**src/hw/rtl/h2r_pkg.sv**
```systemverilog
// Shared types and constants for the HSV to RGB converter.
package h2r_pkg;

    localparam int unsigned LEVEL_W  = 8;
    localparam int unsigned HUE_W    = 11;
    localparam int unsigned SEXT_W   = 3;
    localparam int unsigned OPND_W   = 9;
    localparam int unsigned PROD_W   = 16;
    localparam int unsigned Q_DEPTH  = 4;
    localparam int unsigned Q_IDX_W  = $clog2(Q_DEPTH);

    localparam logic [SEXT_W-1:0] SEXT_LAST = 3'd5;

    localparam logic [SEXT_W-1:0] SEXT_0 = 3'd0;
    localparam logic [SEXT_W-1:0] SEXT_1 = 3'd1;
    localparam logic [SEXT_W-1:0] SEXT_2 = 3'd2;
    localparam logic [SEXT_W-1:0] SEXT_3 = 3'd3;
    localparam logic [SEXT_W-1:0] SEXT_4 = 3'd4;

    // Classified pixel handed from front to back.
    typedef struct packed {
        logic                grey;
        logic [SEXT_W-1:0]   sextant;
        logic [OPND_W-1:0]   slope_opnd;
        logic [LEVEL_W-1:0]  sat;
        logic [LEVEL_W-1:0]  val;
    } t_item;

    // Product plus its own high byte, high byte returned.
    function automatic logic [LEVEL_W-1:0] corrected_high(input logic [PROD_W-1:0] w);
        logic [PROD_W-1:0] s;
        s = w + {8'd0, w[PROD_W-1:LEVEL_W]};
        return s[PROD_W-1:LEVEL_W];
    endfunction

endpackage

```
**src/hw/rtl/h2r_front.sv**
```systemverilog
// Front end: takes pixels, clamps the sextant and prepares the slope operand.
module h2r_front
    import h2r_pkg::*;
(
    input  logic               i_clk,
    input  logic               i_rst_n,
    input  logic               i_push,
    output logic               o_full,
    input  logic [HUE_W-1:0]   i_hue,
    input  logic [LEVEL_W-1:0] i_saturation,
    input  logic [LEVEL_W-1:0] i_brightness,
    output logic               o_vld,
    output t_item              o_item,
    input  logic               i_q_full
);

    logic              r_vld;
    logic              n_vld;
    t_item             r_item;
    t_item             n_item;
    logic              accept;
    logic              adv;
    logic [SEXT_W-1:0] sext;
    logic [LEVEL_W-1:0] frac;

    assign adv    = r_vld && !i_q_full;
    assign o_full = r_vld && i_q_full;
    assign accept = i_push && !o_full;
    assign o_vld  = r_vld;
    assign o_item = r_item;

    always_comb begin
        sext = i_hue[HUE_W-1:LEVEL_W];
        if (sext > SEXT_LAST) begin
            sext = SEXT_LAST;
        end
        frac = i_hue[LEVEL_W-1:0];
        n_item.grey    = (i_saturation == '0);
        n_item.sextant = sext;
        n_item.sat     = i_saturation;
        n_item.val     = i_brightness;
        // rising sextants use 256 - frac, which is 256 itself at zero fraction
        if (!sext[0]) begin
            n_item.slope_opnd = 9'd256 - {1'b0, frac};
        end else begin
            n_item.slope_opnd = {1'b0, frac};
        end
        n_vld = accept || (r_vld && !adv);
    end

    always_ff @(posedge i_clk) begin
        if (!i_rst_n) begin
            r_vld <= 1'b0;
        end else begin
            r_vld <= n_vld;
        end
    end

    always_ff @(posedge i_clk) begin
        if (accept) begin
            r_item <= n_item;
        end
    end

endmodule

```
**src/hw/rtl/h2r_queue.sv**
```systemverilog
// Short first-in first-out queue between front and back.
module h2r_queue
    import h2r_pkg::*;
(
    input  logic  i_clk,
    input  logic  i_rst_n,
    input  logic  i_wr,
    input  t_item i_item,
    output logic  o_full,
    input  logic  i_rd,
    output logic  o_vld,
    output t_item o_item
);

    t_item              r_mem [Q_DEPTH];
    logic [Q_IDX_W:0]   r_wr_ptr;
    logic [Q_IDX_W:0]   r_rd_ptr;
    logic [Q_IDX_W:0]   n_wr_ptr;
    logic [Q_IDX_W:0]   n_rd_ptr;
    logic               do_wr;
    logic               do_rd;

    assign o_vld  = (r_wr_ptr != r_rd_ptr);
    assign o_full = (r_wr_ptr[Q_IDX_W] != r_rd_ptr[Q_IDX_W])
                 && (r_wr_ptr[Q_IDX_W-1:0] == r_rd_ptr[Q_IDX_W-1:0]);
    assign do_wr  = i_wr && !o_full;
    assign do_rd  = i_rd && o_vld;
    assign o_item = r_mem[r_rd_ptr[Q_IDX_W-1:0]];

    always_comb begin
        n_wr_ptr = r_wr_ptr + (Q_IDX_W+1)'(do_wr);
        n_rd_ptr = r_rd_ptr + (Q_IDX_W+1)'(do_rd);
    end

    always_ff @(posedge i_clk) begin
        if (!i_rst_n) begin
            r_wr_ptr <= '0;
            r_rd_ptr <= '0;
        end else begin
            r_wr_ptr <= n_wr_ptr;
            r_rd_ptr <= n_rd_ptr;
        end
    end

    always_ff @(posedge i_clk) begin
        if (do_wr) begin
            r_mem[r_wr_ptr[Q_IDX_W-1:0]] <= i_item;
        end
    end

endmodule

```
**src/hw/rtl/h2r_back.sv**
```systemverilog
// Back end: three-stage multiply pipeline and channel routing.
module h2r_back
    import h2r_pkg::*;
(
    input  logic               i_clk,
    input  logic               i_rst_n,
    input  logic               i_vld,
    input  t_item              i_item,
    output logic               o_rd,
    output logic               o_empty,
    input  logic               i_pop,
    output logic [LEVEL_W-1:0] o_red,
    output logic [LEVEL_W-1:0] o_green,
    output logic [LEVEL_W-1:0] o_blue
);

    logic en;

    // stage 1: both first products
    logic              r_s1_vld;
    t_item             r_s1_item;
    logic [PROD_W-1:0] r_s1_wbot;
    logic [PROD_W-1:0] r_s1_wsl;
    logic [PROD_W-1:0] n_s1_wbot;
    logic [PROD_W-1:0] n_s1_wsl;
    logic [OPND_W+LEVEL_W-1:0] sl_full;

    // stage 2: bottom level and slope product
    logic               r_s2_vld;
    logic               r_s2_grey;
    logic [SEXT_W-1:0]  r_s2_sext;
    logic [LEVEL_W-1:0] r_s2_val;
    logic [LEVEL_W-1:0] r_s2_bot;
    logic [PROD_W-1:0]  r_s2_p;
    logic [LEVEL_W-1:0] n_s2_bot;
    logic [LEVEL_W-1:0] sub;
    logic [PROD_W-1:0]  n_s2_p;

    // stage 3: output register
    logic               r_out_vld;
    logic [LEVEL_W-1:0] r_red;
    logic [LEVEL_W-1:0] r_green;
    logic [LEVEL_W-1:0] r_blue;
    logic [LEVEL_W-1:0] n_red;
    logic [LEVEL_W-1:0] n_green;
    logic [LEVEL_W-1:0] n_blue;
    logic [LEVEL_W-1:0] top;
    logic [LEVEL_W-1:0] slope;

    assign en      = !r_out_vld || i_pop;
    assign o_rd    = en;
    assign o_empty = !r_out_vld;
    assign o_red   = r_red;
    assign o_green = r_green;
    assign o_blue  = r_blue;

    always_comb begin
        n_s1_wbot = {8'd0, i_item.val} * {8'd0, ~i_item.sat} + 16'd1;
        sl_full   = i_item.sat * i_item.slope_opnd;
        n_s1_wsl  = sl_full[PROD_W-1:0];
    end

    always_comb begin
        n_s2_bot = corrected_high(r_s1_wbot);
        sub      = corrected_high(r_s1_wsl);
        n_s2_p   = {8'd0, r_s1_item.val} * {8'd0, ~sub}
                 + {9'd0, r_s1_item.val[LEVEL_W-1:1]};
    end

    always_comb begin
        top   = r_s2_val;
        slope = r_s2_p[PROD_W-1:LEVEL_W];
        if (r_s2_grey) begin
            n_red   = r_s2_val;
            n_green = r_s2_val;
            n_blue  = r_s2_val;
        end else begin
            unique case (r_s2_sext)
                SEXT_0: begin
                    n_red = top;      n_green = slope;    n_blue = r_s2_bot;
                end
                SEXT_1: begin
                    n_red = slope;    n_green = top;      n_blue = r_s2_bot;
                end
                SEXT_2: begin
                    n_red = r_s2_bot; n_green = top;      n_blue = slope;
                end
                SEXT_3: begin
                    n_red = r_s2_bot; n_green = slope;    n_blue = top;
                end
                SEXT_4: begin
                    n_red = slope;    n_green = r_s2_bot; n_blue = top;
                end
                default: begin
                    n_red = top;      n_green = r_s2_bot; n_blue = slope;
                end
            endcase
        end
    end

    always_ff @(posedge i_clk) begin
        if (!i_rst_n) begin
            r_s1_vld  <= 1'b0;
            r_s2_vld  <= 1'b0;
            r_out_vld <= 1'b0;
        end else if (en) begin
            r_s1_vld  <= i_vld;
            r_s2_vld  <= r_s1_vld;
            r_out_vld <= r_s2_vld;
        end
    end

    always_ff @(posedge i_clk) begin
        if (en) begin
            r_s1_item <= i_item;
            r_s1_wbot <= n_s1_wbot;
            r_s1_wsl  <= n_s1_wsl;
            r_s2_grey <= r_s1_item.grey;
            r_s2_sext <= r_s1_item.sextant;
            r_s2_val  <= r_s1_item.val;
            r_s2_bot  <= n_s2_bot;
            r_s2_p    <= n_s2_p;
            r_red     <= n_red;
            r_green   <= n_green;
            r_blue    <= n_blue;
        end
    end

endmodule

```
**src/hw/rtl/hsv_to_rgb_8bit_top.sv**
```systemverilog
// HSV to RGB converter, top level: front end, queue and back end.
//
// Usage notes
// - Input side is a queue: a transaction happens on a rising edge with
//   push high and full low. i_hue carries the sextant in bits 10..8
//   (six and seven act as five) and the fraction in bits 7..0.
// - Output side is a queue as well: while empty is low the oldest pixel
//   sits on o_red/o_green/o_blue; a transaction happens on a rising edge
//   with pop high and empty low.
// - Zero saturation gives grey: every channel equals i_brightness.
// - Throughput: one pixel per clock, sustained, with pop held high.
// - A pixel taken passes through the front register, the queue, two
//   multiply stages and the output register before it is shown.
// - The four-deep queue between front and back lets the front keep
//   taking pixels while the receiver stalls; once the queue and front
//   register are full, full rises.
// - Reset (i_rst_n low at an edge, synchronous) drops every pixel in
//   flight: empty goes high and full goes low.
module hsv_to_rgb_8bit_top
    import h2r_pkg::*;
(
    input  logic               i_clk,
    input  logic               i_rst_n,
    input  logic               push,
    output logic               full,
    input  logic [HUE_W-1:0]   i_hue,
    input  logic [LEVEL_W-1:0] i_saturation,
    input  logic [LEVEL_W-1:0] i_brightness,
    output logic               empty,
    input  logic               pop,
    output logic [LEVEL_W-1:0] o_red,
    output logic [LEVEL_W-1:0] o_green,
    output logic [LEVEL_W-1:0] o_blue
);

    logic  f_vld;
    t_item f_item;
    logic  q_full;
    logic  q_vld;
    t_item q_item;
    logic  b_rd;

    // classify and clamp
    h2r_front u_front (
        .i_clk        (i_clk),
        .i_rst_n      (i_rst_n),
        .i_push       (push),
        .o_full       (full),
        .i_hue        (i_hue),
        .i_saturation (i_saturation),
        .i_brightness (i_brightness),
        .o_vld        (f_vld),
        .o_item       (f_item),
        .i_q_full     (q_full)
    );

    // decoupling queue
    h2r_queue u_queue (
        .i_clk   (i_clk),
        .i_rst_n (i_rst_n),
        .i_wr    (f_vld),
        .i_item  (f_item),
        .o_full  (q_full),
        .i_rd    (b_rd),
        .o_vld   (q_vld),
        .o_item  (q_item)
    );

    // arithmetic and routing; stalls as one when the output is held
    h2r_back u_back (
        .i_clk   (i_clk),
        .i_rst_n (i_rst_n),
        .i_vld   (q_vld),
        .i_item  (q_item),
        .o_rd    (b_rd),
        .o_empty (empty),
        .i_pop   (pop),
        .o_red   (o_red),
        .o_green (o_green),
        .o_blue  (o_blue)
    );

endmodule

```
**config.mk**
```make
export PLATFORM = sky130hd
export DESIGN_NAME = hsv_to_rgb_8bit_top
export DESIGN_NICKNAME = d
export VERILOG_FILES = /design/src/hw/rtl/h2r_pkg.sv /design/src/hw/rtl/h2r_front.sv /design/src/hw/rtl/h2r_queue.sv /design/src/hw/rtl/h2r_back.sv /design/src/hw/rtl/hsv_to_rgb_8bit_top.sv
export SDC_FILE = /design/constraint.sdc
export NUM_CORES = 1
export LEC_CHECK = 0
export BUFFER_PORTS_ARGS = -buffer_cell sky130_fd_sc_hd__buf_2
export CORE_MARGIN = 2
export CORE_UTILIZATION = 53
export CTS_CLUSTER_DIAMETER = 40
export DETAILED_ROUTE_END_ITERATION = 7
export PLACE_DENSITY = 0.7
export SLEW_MARGIN = 0
export SYNTH_ARGS = -nofsm -noshare
export SYNTH_HDL_FRONTEND = slang
export SYNTH_SLANG_ARGS = --single-unit
export TNS_END_PERCENT = 1
```
**constraint.sdc**
```tcl
create_clock -name i_clk -period 17.4 [get_ports i_clk]
set_input_delay 0.87 -clock i_clk [delete_from_list [all_inputs] [get_ports i_clk]]
set_output_delay 0.87 -clock i_clk [all_outputs]
set_load 0.01 [all_outputs]
```
==> results.py, run 1 <==
metrics = {
    "placed_design": {
        "dp_hpwl_mm": 20.1,
        "place_area_um2": 16700,
        "io_buffers": 56,
        "routabilityCongestion": 0.816,
    },
    "timing": {
        "rsz0062_at_grt": "false",
        "min_period_ps": 6200,
        "worst_slew_pin_slew_ps": 1120,
        "setup-violations-final": 0,
        "finalMaxSlewViolations": 0,
        "final-hold-violation-count": 0,
        "tns_ps": 0,
        "fmax_mhz": 161,
        "timing.final.crit_share_pct": 35.6,
        "slew_headroom_pct": 25.7,
        "skew_ps": 24.3,
    },
    "floorplanning": {
        "die_y_um": 178,
        "die_w_um": 178,
        "coreArea_um2": 29600,
        "io-pin-count": 57,
        "die_area_um2": 31600,
        "rows": 63,
        "initial_core_util_pct": 53.9,
    },
    "cells_and_area": {
        "multi_input_area_um2": 7840,
        "area_delta_synth_final_pct": 12.1,
        "drive_gt1_share_pct": 12.7,
        "n_antenna_cell": 0,
        "seq_area_um2": 7440,
        "nFillCells": 2340,
        "nNetsFinal": 1593,
        "fin_area_um2": 17900,
    },
    "flow_run": {
        "maxCapViolCount": 0,
    },
    "detailed_routing": {
        "vias": 9355,
        "via_per_inst": 5.40,
        "drtAntennaViolNets": 0,
        "drc_errors": 0,
        "drtIter0Drc": 568,
        "drtPass1Iterations": 6,
        "routed_wl_mm": 28.3,
        "wire_per_inst_um": 16.3,
    },
    "yosys": {
        "synth_edf_count": 241,
        "synth-seq-cells": 251,
        "ys_top_cells_by_area": "edfxtp_1 45%, fa_1 15%, ha_1 9.8%",
        "ys_async_sr_fraction_pct": 0,
        "yosysWarnings": 0,
        "synth.most_common_cell": "edfxtp_1",
        "synth_flop_cell": "edfxtp_1",
        "syn-instance-count": 1244,
        "synth_area_um2": 16000,
        "yosys-top-cells-count": "241 x edfxtp_1, 164 x inv_1, 125 x ha_1",
        "synth_nets": 1519,
        "synth_top_area_share_pct": 45.3,
        "synth_top_area_cell": "edfxtp_1",
        "synth_area_per_cell_um2": 12.9,
        "synth_cell_type_count": 58,
        "yosysSeqAreaShare_pct": 46.5,
    },
    "global_route": {
        "gr-usage-all-layers_pct": 19.2,
        "grt_pass1_vias": 10008,
        "grt_max_degree": 93,
        "antenna_found_initial": 0,
        "grt_pass1_wl_mm": 48.4,
        "overflow": 0,
    },
    "critical_path": {
        "r2r_cells": 26,
        "cp_max_fo": 8,
        "endpoint_kind": "flip-flop",
        "r2r_end": "u_back.r_s2_p[14]",
        "rrSetupSlack_ps": 11200,
        "crit_arrival_ps": 6440,
        "startpoint_type": "flip-flop",
        "cp_data_required_time_ps": 17640,
        "r2r_start": "u_back.r_s1_wsl[9]",
        "path_class": "flip-flop to flip-flop",
    },
    "worst_hold_path": {
        "hold_class": "flip-flop to flip-flop",
        "holdPathStages": 0,
        "hold_end": "u_back.r_s2_sext[1]",
        "hp-start": "u_back.r_s1_item[26]",
    },
    "clocking": {
        "cts_tree": "built",
        "clkLatencyLatePin_ps": 500,
        "post_cts_buffers": 0,
        "numCtsBuffers": 35,
        "holdBufCountCts": 0,
        "htreeDepth": 2,
        "path_clk_slew_ps": 50,
        "ctsResizeCount": 0,
        "clock_path_buffers": 3,
        "cts_sinks": 251,
        "clock-root-buffer": "clkbuf_16",
    },
    "outcome": {
        "outcome": "complete, no violations",
    },
}
[cell usage in the layout (no fill, tap or decap), types with 9 or more instances in the layout]
master	Yosys	routed
edfxtp_1	241	241
inv_1	164	163
ha_1	125	125
fa_1	119	119
nand2_1	90	90
and2_1	86	86
buf_2	7	56
nor2_1	53	51
xnor2_1	40	40
clkbuf_16	0	36
nand2b_1	31	31
mux4_2	25	25
o22a_1	24	24
a22oi_1	24	24
o21ai_0	23	23
xor2_1	22	22
a21oi_1	20	20
nor2b_1	19	18
a21o_1	12	12
nand3_1	9	9
dfxtp_1	10	9
[area by class of cell]
class                           instances  area share, %
Multi-Input combinational cell        802           43.7
Tap cell                              390           2.72
Timing Repair Buffer                   64           1.90
Clock inverter                         24           1.57
Inverter                              164           3.45
Sequential cell                       251           41.5
Clock buffer                           39           5.09
[flip-flops by register name (all words and copies together) (netlist names), 8 cells and up]
register and count:
u_front.o_item 29, u_back.r_s1_wbot 16, u_back.o_blue 8, u_back.r_s2_bot 8, u_queue.r_mem 116, u_back.o_red 8, u_back.r_s1_wsl 16, u_back.r_s1_item 12
u_back.r_s2_p 8, u_back.o_green 8, u_back.r_s2_val 8
[how the worst max path moves through the flow]
stage | start | end | slack (ps) | depth (start not counted)
after CTS | u_back.r_s1_wsl[9] | u_back.r_s2_p[14] | 11170 | 24
after global routing | u_back.r_s1_wsl[9] | u_back.r_s2_p[14] | 10620 | 26
after global placement | u_back.r_s1_wsl[9] | u_back.r_s2_p[14] | 11280 | 26
after detailed placement | u_back.r_s1_wsl[9] | u_back.r_s2_p[14] | 11180 | 24
final | u_back.r_s1_wsl[9] | u_back.r_s2_p[14] | 11200 | 26
after floorplan | u_back.r_s1_wsl[9] | u_back.r_s2_p[14] | 11650 | 24
[critical path: stages (launching register included)]
cell and delay (ps):
edfxtp_1 440, ha_1 300, nand3_1 70, o2bb2ai_1 140
o211ai_2 220, and2_1 210, nand3_1 150, nor2_1 240
nand3_1 130, xor2_1 410, nand2_1 130, fa_1 460
fa_1 490, inv_1 50, fa_1 470, inv_1 50
fa_1 470, inv_1 40, ha_1 280, nand4_1 90
nor2_1 130, and2_1 150, a31oi_2 110, a21oi_1 320
a21o_1 220, a21oi_2 70, xnor2_1 120
[kinds of logic after synthesis]
kind of cell / share of synthesized area, %
xor gates and xnor gates: 3.50
buffers and inverters: 4.54
muxes: 4.18
and+or+nand+nor: 10.5
AOI/OAI and AO/OA: 6.05
adders and majority gates: 24.7
DFF: 46.5
[metrics by stage]
stage / utilization, % / setup WS, ps / instances / hold slack (ps)
finish: 60.4 / 11200 / 1734 / 432
global route: 60.4 / 10620 / 1734 / 447
CTS: 60.4 / 11170 / 1734 / 433
detailed placement: 56.4 / 11180 / 1671 / 418
global placement: 56.4 / 11280 / 1671 / 407
floorplan: - / 11650 / 1244 / 400
[metal layers]
| metal | up-vias | share of wire (%) | GRT usage, % |
|---|---|---|---|
| met1 | 4606 | 43 | 24.4 |
| met2 | 255 | 50 | 34.1 |
| li1 | 4442 | - | - |
| met4 | 0 | 2.1 | 5.84 |
| met3 | 52 | 4.6 | 2.81 |
| met5 | - | 0 | 0 |
Power of run 1 is not shown: default switching activity piles up to over one toggle a cycle in this logic, so the estimate is an artifact.
==> run 2: changes to the inputs <==
==> constraint.sdc (replaced) <==
create_clock -name i_clk -period 6 [get_ports i_clk]
set_input_delay 0.3 -clock i_clk [delete_from_list [all_inputs] [get_ports i_clk]]
set_output_delay 0.3 -clock i_clk [all_outputs]
set_load 0.01 [all_outputs]
==> run 2 against run 1 <==
Core utilization rose by 1.8 points; final cell count rose by 2.5%; wire length rose by 4.6%; setup slack got worse by 11000 ps; clock skew fell by 7.4 ps; sequential share of layout area fell by 1.2 points; global-route usage rose by 0.70 points; via count rose by 2.0%; clock-buffer cell count fell by 5; critical path type unchanged; critical endpoint unchanged.
==> results.py, run 2 (synthesis results as in run 1) <==
metrics = {
    "placed_design": {
        "io_buffers": 56,
        "dp_hpwl_mm": 21.4,
        "place_inst": 1689,
        "dpl_worst_slack_ps": -154,
        "routabilityCongestion": 0.816,
    },
    "critical_path": {
        "cp_data_required_time_ps": 6290,
        "cp_max_fo": 4,
        "crit_arrival_ps": 6080,
        "endpoint_kind": "flip-flop",
        "startpoint_type": "flip-flop",
        "path_class": "flip-flop to flip-flop",
    },
    "clocking": {
        "numCtsBuffers": 31,
        "cts_sinks": 251,
        "clkLatencyLatePin_ps": 550,
        "path_clk_slew_ps": 60,
        "clock-root-buffer": "clkbuf_16",
        "cts_tree": "built",
        "clock_path_buffers": 3,
        "htreeDepth": 1,
    },
    "outcome": {
        "outcome": "complete, no violations",
    },
    "flow_run": {
        "maxCapViolCount": 0,
    },
    "cells_and_area": {
        "largest_reg_flops": 116,
        "final-instance-count-excl-fill": 1778,
        "nNetsFinal": 1639,
        "n_antenna_cell": 0,
        "layout_commonest_cell": "edfxtp_1",
        "fin_util_pct": 62.2,
        "area_delta_synth_final_pct": 15.3,
        "layout_common_cells": "241 x edfxtp_1, 162 x inv_1, 123 x ha_1, 119 x fa_1, 88 x nand2_1",
        "drive_gt1_share_pct": 15.6,
    },
    "detailed_routing": {
        "route.met2.wl_mm": 15.3,
        "routed_wl_mm": 29.6,
        "drtAntennaViolNets": 0,
        "drtPass1Iterations": 5,
        "wl_met3_mm": 1.01,
        "wire_per_inst_um": 16.6,
        "routed.top_layer": "met4",
        "drc_errors": 0,
        "vias": 9543,
        "via_per_inst": 5.37,
        "drtIter0Drc": 597,
        "m1WireLength_mm": 12.5,
    },
    "floorplanning": {
        "die_area_um2": 31600,
        "rows": 63,
        "die_y_um": 178,
        "io-pin-count": 57,
        "initial_core_util_pct": 53.9,
        "coreArea_um2": 29600,
        "die_w_um": 178,
    },
    "global_route": {
        "grt_pass1_wl_mm": 50.1,
        "grt_pass1_vias": 10207,
        "overflow": 0,
        "grt_max_degree": 93,
        "gr-usage-all-layers_pct": 19.9,
        "antenna_found_initial": 0,
    },
    "timing": {
        "tns_ps": 0,
        "slew_headroom_pct": 26.6,
        "final-hold-violation-count": 0,
        "fmax_mhz": 173,
        "skew_ps": 16.9,
        "setup_ws_ps": 217,
        "min_period_ps": 5780,
        "setup-violations-final": 0,
        "finalMaxSlewViolations": 0,
        "worst_slew_pin_slew_ps": 1100,
        "timing.final.crit_share_pct": 96.4,
    },
    "worst_hold_path": {
        "hold_class": "input port to flip-flop",
    },
}
## run 2: changes by cell type in the layout (fill, tap and decap cells not counted), moves of 3 or more
| cell | delta |
|---|---|
| dlygate4sd3_1 | +19 |
| buf_12 | +3 |
| buf_4 | +28 |
| xnor2_1 | -3 |
| and2_4 | +3 |
| clkbuf_16 | -5 |
| xnor2_4 | +3 |
| xor2_1 | -3 |
| clkinv_8 | -3 |
| inv_8 | +3 |
| and2_1 | -3 |
## run 2: final timing paths
path / from / to / slack [ps] / cells after the start
max reg2reg: u_back.r_s1_wsl[11] / u_back.r_s2_p[14] / 220 / 26
max: u_back.r_s1_wsl[11] / u_back.r_s2_p[14] / 220 / 26
min reg2reg: u_back.r_s1_item[27] / u_back.r_s2_sext[2] / 420 / 0
min: i_rst_n / u_front.o_vld / 60 / 2
## run 2: per-stage QoR
stage	hold WS [ps]	cell area [µm²]
after detailed placement	409	16900
after CTS	47.3	18200
after global placement	402	16900
after floorplan	399	16000
final	62.4	18400
after global routing	59.2	18400
## run 2: layer usage
layer	track usage [%]	up-vias
met1	25.3	4738
met3	2.23	50
li1	-	4539
met4	5.36	0
met2	36.2	216
met5	0	-
## run 2: timing repair
action	CTS	global route
cloned	0	0
hold buffers	19	0
resized for setup	9	20
endpoints found under the setup margin	3	6
setup buffers	1	12
endpoints found under the hold margin	19	0
pin swaps	1	14
## run 2: critical path, stage by stage (launching register included)
cell and delay [ps]:
edfxtp_1 420, ha_1 320, o21a_1 120, o2bb2ai_1 70, o211ai_2 170, and2_4 190, nand3_4 110, nor2_4 170
nand3_2 110, xor2_2 250, nand2_1 110, fa_1 490, fa_1 510, inv_1 50, fa_1 470, inv_1 50
fa_1 490, inv_2 50, ha_4 260, nand4_1 80, nor2_1 140, and2_4 170, a31oi_4 110, a21oi_4 230
a21o_1 210, a21oi_2 80, xnor2_1 120
## run 2: final cells by class
class | instances | area, µm²
clock inverters | 23 | 287
well taps | 390 | 488
fillers | 2307 | 11200
multi-input cells | 802 | 8020
flip-flops and latches | 251 | 7440
repair buffers | 114 | 801
inverters | 164 | 618
clock buffers | 34 | 787
Power of run 2 is left out for the same reason.
